`src/rtl/ce_pkg.sv`:
```
// shared types and constants of the combination enumerator
package ce_pkg;

  localparam int CFG_IDX_W = 4;

  localparam logic [CFG_IDX_W-1:0] REG_SET_SIZE   = 4'd0;
  localparam logic [CFG_IDX_W-1:0] REG_PICK_COUNT = 4'd1;

  // broadcast from the sequencer to every cell of the row
  typedef struct packed {
    logic prep;     // capture pivot flags this cycle
    logic fire;     // the token cell updates and hands the token on
    logic restart;  // first combination: cells load their own index
    logic seen;     // pivot already passed, refill from the left neighbor
  } ce_ctl_t;

endpackage

```
`src/rtl/combination_enumerator.sv`:
```
// combination enumerator: row of position cells walked by an emission token
//
//  channel  | direction | handshake                   | contents
//  ---------+-----------+-----------------------------+--------------------------------
//  s_axis   | in        | s_axis_tvalid_i/tready_o    | tdata[0] restart
//  m_axis   | out       | m_axis_tvalid_o/tready_i    | tdata element,position; tlast; tuser
//  cfg      | in        | cfg_valid_i/cfg_ready_o     | cfg_index_i, cfg_data_i
//
//  a request is accepted in ST_IDLE, the pivot is found in the cell row in ST_PREP,
//  then ST_EMIT gives out the positions one by one while the token walks the row
//  left to right; an exhausted request reaches ST_EXH from ST_IDLE or from ST_PREP
//  back pressure on m_axis holds the token in place; one result sits in the output
//  register while the block is free again after the last position is loaded
//  reset clears the control state only; cell values are loaded before first use
//  cfg is always ready; write it only while the block is idle, which it does not enforce
module combination_enumerator import ce_pkg::*; #(
  parameter int MAX_SET  = 64,
  parameter int MAX_PICK = 16,
  localparam int SW  = $clog2(MAX_SET),
  localparam int NW  = $clog2(MAX_SET + 1),
  localparam int PW  = (MAX_PICK > 1) ? $clog2(MAX_PICK) : 1,
  localparam int MW  = $clog2(MAX_PICK + 1),
  localparam int DW  = (NW > MW) ? NW : MW,
  localparam int OW  = ((SW + PW + 7) / 8) * 8
) (
  input  logic                 clk_i,
  input  logic                 rst_ni,
  // request stream
  input  logic                 s_axis_tvalid_i,
  output logic                 s_axis_tready_o,
  input  logic [7:0]           s_axis_tdata_i,   // [0] restart, rest zero
  // result stream
  output logic                 m_axis_tvalid_o,
  input  logic                 m_axis_tready_i,
  output logic [OW-1:0]        m_axis_tdata_o,   // element, position, zero fill
  output logic                 m_axis_tlast_o,
  output logic                 m_axis_tuser_o,   // [0] exhausted
  // configuration writes
  input  logic                 cfg_valid_i,
  output logic                 cfg_ready_o,
  input  logic [CFG_IDX_W-1:0] cfg_index_i,
  input  logic [DW-1:0]        cfg_data_i
);

  localparam int CW = DW + 1;

  typedef enum logic [1:0] {
    ST_IDLE,
    ST_PREP,
    ST_EMIT,
    ST_EXH
  } state_e;

  state_e        state_q;
  logic [NW-1:0] set_size_q;
  logic [MW-1:0] pick_q;
  logic          started_q;
  logic          finished_q;
  logic          restart_q;   // current request loads the first combination
  logic          seen_q;      // pivot has been emitted in this request
  logic [PW-1:0] pos_q;

  logic          out_valid_q;
  logic [OW-1:0] out_data_q;
  logic          out_last_q;
  logic          out_exh_q;

  // cell row wiring
  logic [SW-1:0]     val  [MAX_PICK];
  logic [SW-1:0]     nval [MAX_PICK];
  logic [SW-1:0]     prev [MAX_PICK];
  logic [MAX_PICK-1:0] tok;
  logic [MAX_PICK-1:0] tok_in;
  logic [MAX_PICK-1:0] piv;
  logic [MAX_PICK-1:0] act;
  logic [MAX_PICK:0]   top_chain;   // cell k and all cells to its right sit at their ceiling

  ce_ctl_t       ctl;
  logic          in_acc;
  logic          out_free;
  logic          out_load;
  logic          fire;
  logic          cfg_bad;
  logic          no_pivot;
  logic          load;
  logic          is_last;
  logic [CW-1:0] span;
  logic [SW-1:0] emit_elem;
  logic          emit_piv;

  assign in_acc   = s_axis_tvalid_i && s_axis_tready_o;
  assign out_free = !out_valid_q || m_axis_tready_i;
  assign fire     = (state_q == ST_EMIT) && out_free;
  // a new result enters the output register this cycle
  assign out_load = fire || ((state_q == ST_EXH) && out_free);
  assign no_pivot = top_chain[0];
  assign load     = (state_q == ST_PREP) && (restart_q || !no_pivot);
  assign is_last  = (pos_q == PW'(pick_q - MW'(1)));

  assign cfg_bad = (pick_q == '0) || (set_size_q == '0) ||
                   (CW'(pick_q) > CW'(set_size_q)) ||
                   (set_size_q > NW'(MAX_SET)) || (pick_q > MW'(MAX_PICK));

  // only meaningful for a valid configuration, where m <= n
  assign span = CW'(set_size_q) - CW'(pick_q);

  assign ctl.prep    = (state_q == ST_PREP);
  assign ctl.fire    = fire;
  assign ctl.restart = restart_q;
  assign ctl.seen    = seen_q;

  assign top_chain[MAX_PICK] = 1'b1;

  for (genvar k = 0; k < MAX_PICK; k++) begin : g_cell
    assign act[k] = (MW'(k) < pick_q);
    if (k == 0) begin : g_head
      assign tok_in[k] = load;
      assign prev[k]   = '0;
    end else begin : g_body
      assign tok_in[k] = tok[k-1] & fire;
      assign prev[k]   = val[k-1];
    end

    ce_cell #(
      .IDX (k),
      .SW  (SW),
      .CW  (CW)
    ) u_cell (
      .clk_i  (clk_i),
      .rst_ni (rst_ni),
      .ctl_i  (ctl),
      .act_i  (act[k]),
      .span_i (span),
      .top_i  (top_chain[k+1]),
      .top_o  (top_chain[k]),
      .tok_i  (tok_in[k]),
      .tok_o  (tok[k]),
      .prev_i (prev[k]),
      .val_o  (val[k]),
      .new_o  (nval[k]),
      .piv_o  (piv[k])
    );
  end

  // pick the updated value of the token cell
  always_comb begin
    emit_elem = '0;
    emit_piv  = 1'b0;
    for (int k = 0; k < MAX_PICK; k++) begin
      emit_elem = emit_elem | (nval[k] & {SW{tok[k]}});
      emit_piv  = emit_piv | (piv[k] & tok[k]);
    end
  end

  always_ff @(posedge clk_i or negedge rst_ni) begin
    if (!rst_ni) begin
      state_q     <= ST_IDLE;
      set_size_q  <= '0;
      pick_q      <= '0;
      started_q   <= 1'b0;
      finished_q  <= 1'b0;
      restart_q   <= 1'b0;
      seen_q      <= 1'b0;
      pos_q       <= '0;
      out_valid_q <= 1'b0;
      out_data_q  <= '0;
      out_last_q  <= 1'b0;
      out_exh_q   <= 1'b0;
    end else begin
      out_valid_q <= out_load || (out_valid_q && !m_axis_tready_i);

      // register writes; any other index is dropped
      if (cfg_valid_i) begin
        case (cfg_index_i)
          REG_SET_SIZE: begin
            set_size_q <= cfg_data_i[NW-1:0];
            started_q  <= 1'b0;
            finished_q <= 1'b0;
          end
          REG_PICK_COUNT: begin
            pick_q     <= cfg_data_i[MW-1:0];
            started_q  <= 1'b0;
            finished_q <= 1'b0;
          end
          default: begin
          end
        endcase
      end

      case (state_q)
        ST_IDLE: begin
          if (in_acc) begin
            if (cfg_bad) begin
              state_q <= ST_EXH;
            end else if (s_axis_tdata_i[0] || !started_q) begin
              restart_q  <= 1'b1;
              started_q  <= 1'b1;
              finished_q <= 1'b0;
              state_q    <= ST_PREP;
            end else if (finished_q) begin
              state_q <= ST_EXH;
            end else begin
              restart_q <= 1'b0;
              state_q   <= ST_PREP;
            end
          end
        end
        ST_PREP: begin
          seen_q <= 1'b0;
          pos_q  <= '0;
          if (!restart_q && no_pivot) begin
            finished_q <= 1'b1;
            state_q    <= ST_EXH;
          end else begin
            state_q <= ST_EMIT;
          end
        end
        ST_EMIT: begin
          if (fire) begin
            out_data_q  <= OW'({pos_q, emit_elem});
            out_last_q  <= is_last;
            out_exh_q   <= 1'b0;
            seen_q      <= seen_q | emit_piv;
            pos_q       <= pos_q + PW'(1);
            if (is_last) begin
              state_q <= ST_IDLE;
            end
          end
        end
        ST_EXH: begin
          if (out_free) begin
            out_data_q  <= '0;
            out_last_q  <= 1'b1;
            out_exh_q   <= 1'b1;
            state_q     <= ST_IDLE;
          end
        end
        default: begin
          state_q <= ST_IDLE;
        end
      endcase
    end
  end

  assign s_axis_tready_o = (state_q == ST_IDLE);
  assign m_axis_tvalid_o = out_valid_q;
  assign m_axis_tdata_o  = out_data_q;
  assign m_axis_tlast_o  = out_last_q;
  assign m_axis_tuser_o  = out_exh_q;
  assign cfg_ready_o     = 1'b1;

endmodule

```
`src/rtl/ce_cell.sv`:
```
// one position of the combination: value, pivot flag and token
module ce_cell import ce_pkg::*; #(
  parameter int IDX = 0,
  parameter int SW  = 6,
  parameter int CW  = 8
) (
  input  logic          clk_i,
  input  logic          rst_ni,
  input  ce_ctl_t       ctl_i,
  input  logic          act_i,
  input  logic [CW-1:0] span_i,
  input  logic          top_i,
  output logic          top_o,
  input  logic          tok_i,
  output logic          tok_o,
  input  logic [SW-1:0] prev_i,
  output logic [SW-1:0] val_o,
  output logic [SW-1:0] new_o,
  output logic          piv_o
);

  logic [SW-1:0] val_q;
  logic          tok_q, tok_d;
  logic          piv_q, piv_d;
  logic          at_top;
  logic          piv_now;
  logic [CW-1:0] ceil_val;

  // ceiling of this position is IDX + (n - m)
  assign ceil_val = CW'(IDX) + span_i;
  assign at_top   = !act_i || !(CW'(val_q) < ceil_val);
  assign top_o    = top_i & at_top;
  assign piv_now  = act_i & !at_top & top_i;

  always_comb begin
    if (ctl_i.restart) begin
      new_o = SW'(IDX);
    end else if (piv_q) begin
      new_o = val_q + SW'(1);
    end else if (ctl_i.seen) begin
      new_o = prev_i + SW'(1);
    end else begin
      new_o = val_q;
    end
  end

  assign tok_d = (tok_q & !ctl_i.fire) | (tok_i & act_i);
  assign piv_d = ctl_i.prep ? (piv_now & !ctl_i.restart) : piv_q;

  always_ff @(posedge clk_i or negedge rst_ni) begin
    if (!rst_ni) begin
      tok_q <= 1'b0;
      piv_q <= 1'b0;
    end else begin
      tok_q <= tok_d;
      piv_q <= piv_d;
    end
  end

  always_ff @(posedge clk_i) begin
    if (ctl_i.fire && tok_q) begin
      val_q <= new_o;
    end
  end

  assign tok_o = tok_q;
  assign val_o = val_q;
  assign piv_o = piv_q;

endmodule

```
`config.mk`:
```
export PLATFORM = sky130hd
export DESIGN_NAME = combination_enumerator
export DESIGN_NICKNAME = d
export VERILOG_FILES = /design/src/rtl/ce_pkg.sv /design/src/rtl/combination_enumerator.sv /design/src/rtl/ce_cell.sv
export SDC_FILE = /design/constraint.sdc
export NUM_CORES = 1
export LEC_CHECK = 0
export CORE_ASPECT_RATIO = 2
export CORE_MARGIN = 2
export CORE_UTILIZATION = 45
export CTS_BUF_LIST = sky130_fd_sc_hd__clkbuf_4
export DETAILED_ROUTE_END_ITERATION = 7
export DONT_BUFFER_PORTS = 1
export MAX_ROUTING_LAYER = met4
export PLACE_DENSITY_LB_ADDON = 0.15
export SETUP_SLACK_MARGIN = 0.4
export SYNTH_ARGS = -nofsm -noshare
export SYNTH_HDL_FRONTEND = slang
export SYNTH_SLANG_ARGS = --single-unit
```
`constraint.sdc`:
```
create_clock -name clk_i -period 4.35 [get_ports clk_i]
set_input_delay 0.435 -clock clk_i [delete_from_list [all_inputs] [get_ports clk_i]]
set_output_delay 0.435 -clock clk_i [all_outputs]
set_load 0.02 [all_outputs]
```
==> results of run 1 <==
-- registers in the layout (all words and copies together), names as in the netlist, 2 cells and up --
name                 cells
g_cell.u_cell.tok_o     16
state_q                  2
g_cell.u_cell.val_o     96
set_size_q               7
pos_q                    4
pick_q                   5
g_cell.u_cell.piv_o     16
m_axis_tdata_o          10
-- cells in the mapped netlist (4+ instances only) --
library cell and n:
nor2b_1 21, nand3_1 81, ha_1 115, o21ai_0 64, buf_2 7, edfxtp_1 96
or2_2 4, o21a_1 19, o22ai_1 4, a211oi_1 24, and2_1 13, or4_1 4
mux2_2 17, o31ai_1 12, dfrtp_1 67, a22o_1 11, o211ai_1 24, a222oi_1 4
o221a_2 14, a41o_1 4, nor3_1 20, a32o_1 4, and3_1 21, a21o_1 12
o221ai_1 14, nand2_1 148, or3_1 10, buf_4 8, nand2b_1 34, a31oi_1 25
inv_1 57, xnor2_1 73, nor2_1 169, xor2_1 44, nand4_1 13, a22oi_1 43
buf_1 18, clkbuf_1 65, mux2i_1 19, a21oi_1 115
-- worst max-delay path, delay by kind of cell, from the launching register on --
kind	cells	cell delay, ps
adder cells (fa/ha/maj)	4	1230
AO/OA/AOI/OAI	6	1100
buffers and inverters	5	670
AND/OR/NAND/NOR	2	440
flip-flops	1	390
XOR/XNOR	1	200
-- metal layers --
metal | wire length [µm] | part of all wire | GRT usage
met1 | 19400 | 0.33 | 0.361
met2 | 29200 | 0.50 | 0.645
met3 | 3400 | 0.058 | 0.0662
met4 | 6480 | 0.11 | 0.322
met5 | 0 | 0 | -
-- power by group --
part / internal [µW] / switching, µW / total [µW]
logic: 4420 / 6630 / 11000
clock network: 248 / 636 / 884
registers: 2010 / 599 / 2610
-- area by class of cell --
type	count	area [µm²]
clock buffers	20	150
repair buffers	137	1170
diodes	3	7.51
well taps	368	460
flip-flops and latches	163	4560
clock inverters	12	85.1
multi-input cells	1276	9060
fillers	2923	14400
inverters	62	240
-- per-stage QoR --
| stage | util | power [µW] | instances |
|---|---|---|---|
| after detailed placement | 0.488 | 12100 | 1964 |
| final | 0.522 | 14500 | 2041 |
| after floorplan | - | 8120 | 1602 |
| after CTS | 0.514 | 13800 | 2023 |
| after global placement | 0.488 | 12000 | 1964 |
| after global routing | 0.522 | 15300 | 2040 |
-- kinds of logic (layout without fill, tap and decap cells) --
group | Yosys count | in the layout | synth area share
AOI/OAI and AO/OA | 437 | 437 | 0.220
xor gates and xnor gates | 119 | 119 | 0.0764
adders and majority gates | 116 | 116 | 0.105
buffers and inverters | 163 | 231 | 0.0486
DFF | 163 | 163 | 0.329
muxes | 36 | 36 | 0.0276
other | 2 | 10 | 0.000543
and+or+nand+nor | 561 | 561 | 0.192
-- final timing paths --
path | startpoint | to | cells past startpoint
min | cfg_index_i[2] | started_q | 2
max reg2reg | set_size_q[0] | g_cell[1].u_cell.piv_o | 18
min in group asynchronous | rst_ni | pos_q[0] | 2
max in group asynchronous | rst_ni | restart_q | 2
min reg2reg | started_q | started_q | 1
max | set_size_q[0] | g_cell[1].u_cell.piv_o | 18
-- repair_timing --
item,CTS,global route
cloned,1,0
gates resized for setup,61,24
hold buffers,11,0
buffers inserted,15,15
pin swaps,25,20
endpoints found under the hold margin,81,0
setup endpoints to repair,16,16
==> run metrics, run 1 <==
status=complete, no violations; cell area power density=923 nW/µm²; Post-DP Area=14,700 µm²; 1st-pass router iterations=7; min cycle time layout=between 4000 and 5000 ps; slowest stage delay, CP=560 ps; gr usage total=0.376; cell taking the most area after synthesis=edfxtp_1; die area=between 30,000 and 40,000 µm²; peak supply drop=about 0.53 mV; P_leak=approximately 0.0062 µW; CP max FO=11; flip-flop and latch count after synthesis=163; R2R setup slack=between 200 and 300 ps; first-pass GRT wire length=about 85,000 µm; hold crit path type=input port to flop; Chip Height=252 µm; Synth top area share=0.208; most common cell after layout, fill and taps aside=nor2_1; synth top area cells=edfxtp_1 21%, dfrtp_1 12%, ha_1 10%, xnor2_1 4.6%, nor2_1 4.6%; fmax=between 200 and 250 MHz; core box area=30,200 µm²; RSZ-0062 raised after global routing=yes; startpoint type of the worst setup path=flop; Tcrit/Tclk final=0.938; DRT antenna net count=0; total gr overflow=0; hold slack=44.7 ps; final WL=58,600 µm; CTS tree=yes; count of final hold-check violations=0; ys async rst share=0.411; NumNets Final=1,797; Final Setup Violations=0; EDFF count, synth=between 90 and 100; Fin Setup TNS=0 ps; pre-CTS WS=23.9 ps; layout overhead on the synthesized area=13.8%; CTS Buf Count=17; row cnt=90; Cells after Synth=1,597; Main synth FF type=edfxtp_1; Req. time, crit path=4970 ps; CTS H-tree depth=4; crit path max-delay cell type=fa_2; Port Buffers=0; slew margin rel.=0.278; final instance area=approximately 16,000 µm²; crit path capture type=flop; most frequent cells in the layout=164 x nor2_1, 141 x nand2_1, 115 x buf_4; Routed WL per cell=28.7 µm; fin. max-slew vios=0; Avg Vias per Cell=6.50; vias in the first global route=13,055; Initial Utilization=0.459; clk sink count=between 150 and 200; Worst path most repeated cell=inv_2; Avg Inst Size Synth=just under 9 µm²; Worst-path clk slew=140 ps; maximum root-to-sink buffer count=2; final setup skew=40.9 ps; DPL Wire Length=about 46,000 µm; Vias=13,261; Clock Tree Root=clkbuf_4; antenna violations before repair=2; Slew @ Worst Pin=1080 ps; cells along the critical path=inv_2 > ha_4 > fa_2 > buf_12 > ha_2 > inv_1 > xnor2_2 > inv_2 > ha_1 > o21ai_0 > a221oi_2 > o21a_1 > o32ai_1 > a211oi_2 > nand4_1 > buf_4 > nor3_4 > a32o_1; register area share after synthesis=0.329; Post-Syn Area=13,800 µm²; pin count of the biggest net entering global routing=68; Worst Path Arrival=roughly 4700 ps; share of layout cells above drive strength 1=0.169; max_cap viols=0; synth unique cells=89; initial DRC count=954; Synth warnings=0; die width=128 µm; Post-route DRC=0; RD Place Congestion=about 1.0; clk_lat worst skew=700 ps; kind of critical path=flop to flop; IO Pins=45; final worst-path setup slack=270 ps
Power figures use the tool's default switching activity.
==> run 2, diff against run 1 <==
--- a/config.mk
+++ b/config.mk
@@ -8,7 +8,7 @@
 export CORE_ASPECT_RATIO = 2
 export CORE_MARGIN = 2
 export CORE_UTILIZATION = 45
-export CTS_BUF_LIST = sky130_fd_sc_hd__clkbuf_4
+export CTS_BUF_LIST = sky130_fd_sc_hd__clkbuf_8
 export DETAILED_ROUTE_END_ITERATION = 7
 export DONT_BUFFER_PORTS = 1
 export MAX_ROUTING_LAYER = met4
==> run 2 against run 1 <==
  * Clock-buffer cell count down 2
  * Final area up 1.2%
  * Global-route usage up 0.13 points
  * Critical path depth down 1
  * Clock power up 20%
  * Sequential power about the same
  * Maximum frequency up 1.3%
  * Via count down 0.24%
  * Combinational power up 4%
  * Power up 3.5%
  * Routed wire length about the same
  * Register-to-register slack better by 50 ps
  * Critical path type unchanged
==> run metrics, run 2 (same netlist as run 1, synthesis figures left out) <==
gr usage total=0.378 (+0.00127); Initial Utilization=0.459 (unchanged); Worst Path Arrival=4450 ps (-250 ps); fmax=248 MHz (+1.3%); Routed WL per cell=28.8 µm (+0.24%); DRT antenna net count=0 (unchanged); clk sink count=163 (unchanged); pin count of the biggest net entering global routing=68 (unchanged); P_leak=0.00634 µW (+1.4%); Worst-path clk slew=80 ps (-60 ps); antenna violations before repair=1 (-1); # fillers=2,909 (-0.48%); combinational power share=0.756 (-0.004); layout overhead on the synthesized area=15.1%; initial DRC count=1,105 (+16%); met3 usage in global routing=0.0649 (-0.00127); share of layout cells above drive strength 1=0.181 (+0.0122); hold slack=44.7 ps (+0.0307 ps); Largest register FFs=96 (unchanged); hold wc startpoint=cfg_data_i[1]; final WL=58,600 µm (about the same); vias in the first global route=13,150 (+0.73%); kind of critical path=flop to flop; CTS Buf Count=17 (unchanged); final setup skew=22.3 ps (-18.6 ps); Power, Total=15,100 µW (+3.5%); Avg Vias per Cell=6.49 (about the same); row cnt=90 (unchanged); first-pass GRT wire length=85,100 µm (+0.42%); Fin Setup TNS=0 ps (unchanged); Vias=13,229 (-0.24%); Switch Pwr=8010 µW (+1.9%); status=complete, no violations; startpoint type of the worst setup path=flop; Seq pwr share=0.173 (-0.006); crit path capture type=flop; RD Place Congestion=1.05 (unchanged); reg-to-reg endpoint=finished_q; IO Pins=45 (unchanged); WHS Path Cells=2 (unchanged); CP max FO=5 (-6); clk_lat worst skew=520 ps (-180 ps); 1st-pass router iterations=6 (-1); maximum root-to-sink buffer count=2 (unchanged); Chip Height=252 µm (unchanged); most common cell after layout, fill and taps aside=nor2_1; Multi-input gate area=9170 µm² (+1.2%); Switching Fraction=0.532 (-0.00871); Tcrit/Tclk final=0.926 (-0.0119); met1 Use GR=0.362 (+0.00185); count of final hold-check violations=0 (unchanged); clock network fraction of total power=0.070 (+0.009); CTS tree=yes; most frequent cells in the layout=161 x nor2_1, 139 x nand2_1, 118 x buf_4; fin. max-slew vios=0 (unchanged); met2 Resource Use GR=0.647 (+0.00229); CTS H-tree depth=4 (unchanged); Req. time, crit path=4770 ps (-200 ps); Int Pwr=7040 µW (+5.5%); DPL Wire Length=45,500 µm (unchanged); GRT busiest layer=met2; min cycle time layout=4030 ps (-51.7 ps); cell area power density=944 nW/µm² (+2.3%); Endpoint, Worst Hold=set_size_q[1]; R2R setup slack=320 ps (+50 ps); peak supply drop=0.539 mV (+2.0%); RSZ-0062 raised after global routing=yes; Final Setup Violations=0 (unchanged); core box area=30,200 µm² (unchanged); die area=32,300 µm² (unchanged); hold crit path type=input port to flop; max_cap viols=0 (unchanged); Critical R2R Launch=pick_q[1]; Port Buffers=0 (unchanged); die width=128 µm (unchanged); NumNets Final=1,795 (-0.11%); slew margin rel.=0.297 (+0.0188); worst setup path startpoint=pick_q[1]; reg2reg path depth=17 (-1); Clock Tree Root=clkbuf_8; Storage cell area=4560 µm² (unchanged); Post-route DRC=0 (unchanged); Slew @ Worst Pin=1050 ps (-28.1 ps); total gr overflow=0 (unchanged)
-- run 2: cell types whose count changed in the layout (fill, tap and decap cells not counted), sizes merged --
cell / before / now
dlygate4sd3: 10 / 1
buf: 126 / 133
clkbuf: 20 / 18
diode: 3 / 1
inv: 64 / 66
-- run 2: worst max-delay path by stage --
| stage | to | slack [ps] |
|---|---|---|
| 2_1_floorplan | finished_q | 360 |
| 3_3_place_gp | g_cell[6].u_cell.piv_o | 50 |
| 3_5_place_dp | g_cell[6].u_cell.piv_o | 20 |
| 4_1_cts | g_cell[1].u_cell.piv_o | 250 |
| 5_1_grt | finished_q | 120 |
| 6_report | finished_q | 320 |
-- run 2: critical path, stage by stage (launching register included) --
cell,delay (ps)
dfrtp_1,390
buf_4,150
fa_2,440
and2b_2,280
o22ai_4,90
xor2_4,210
inv_4,110
ha_4,190
nor2b_4,190
nor2_4,50
xnor2_2,150
ha_1,310
o211ai_1,90
and2_4,170
o41a_1,370
nor4b_4,300
nand4b_1,180
o31ai_1,240
-- run 2: metrics by stage --
stage / util / std cells / area [µm²] / setup WS, ps
after detailed placement: 0.488 / 1964 / 14700 / 23.9
after floorplan: - / 1602 / 14000 / 364
final: 0.528 / 2037 / 15900 / 322
after CTS: 0.518 / 2022 / 15600 / 251
after global placement: 0.488 / 1964 / 14700 / 48.8
after global routing: 0.528 / 2037 / 15900 / 121
-- run 2: cell type report --
type / count / area share
Timing Repair Buffer: 135 / 0.0729
Clock buffer: 18 / 0.0155
Antenna cell: 1 / 0.000157
Tap cell: 368 / 0.0289
Clock inverter: 14 / 0.00581
Multi-Input combinational cell: 1276 / 0.575
Sequential cell: 163 / 0.286
Inverter: 62 / 0.0151
-- run 2: layer usage --
metal / vias to the layer above / wire, µm
met1: 6368 / 19300
met5: - / 0
met2: 652 / 29500
met3: 238 / 3470
met4: 0 / 6390
li1: 5971 / -
-- run 2: power by group through the flow --
stage | logic [µW] | registers (µW) | clock network, µW
after global placement | 9430 | 2610 | 0
after floorplan | 5890 | 2230 | 0
after global routing | 12100 | 2630 | 1110
final | 11400 | 2610 | 1060
after detailed placement | 9530 | 2620 | 0
after CTS | 10600 | 2580 | 1080
-- run 2: timing repair --
| action | in CTS | in global routing |
|---|---|---|
| setup buffers | 23 | 14 |
| endpoints found under the setup margin | 16 | 16 |
| hold buffers | 2 | 0 |
| cloned | 1 | 0 |
| resized for setup | 76 | 37 |
| pin swaps | 31 | 25 |
| endpoints found under the hold margin | 67 | 0 |
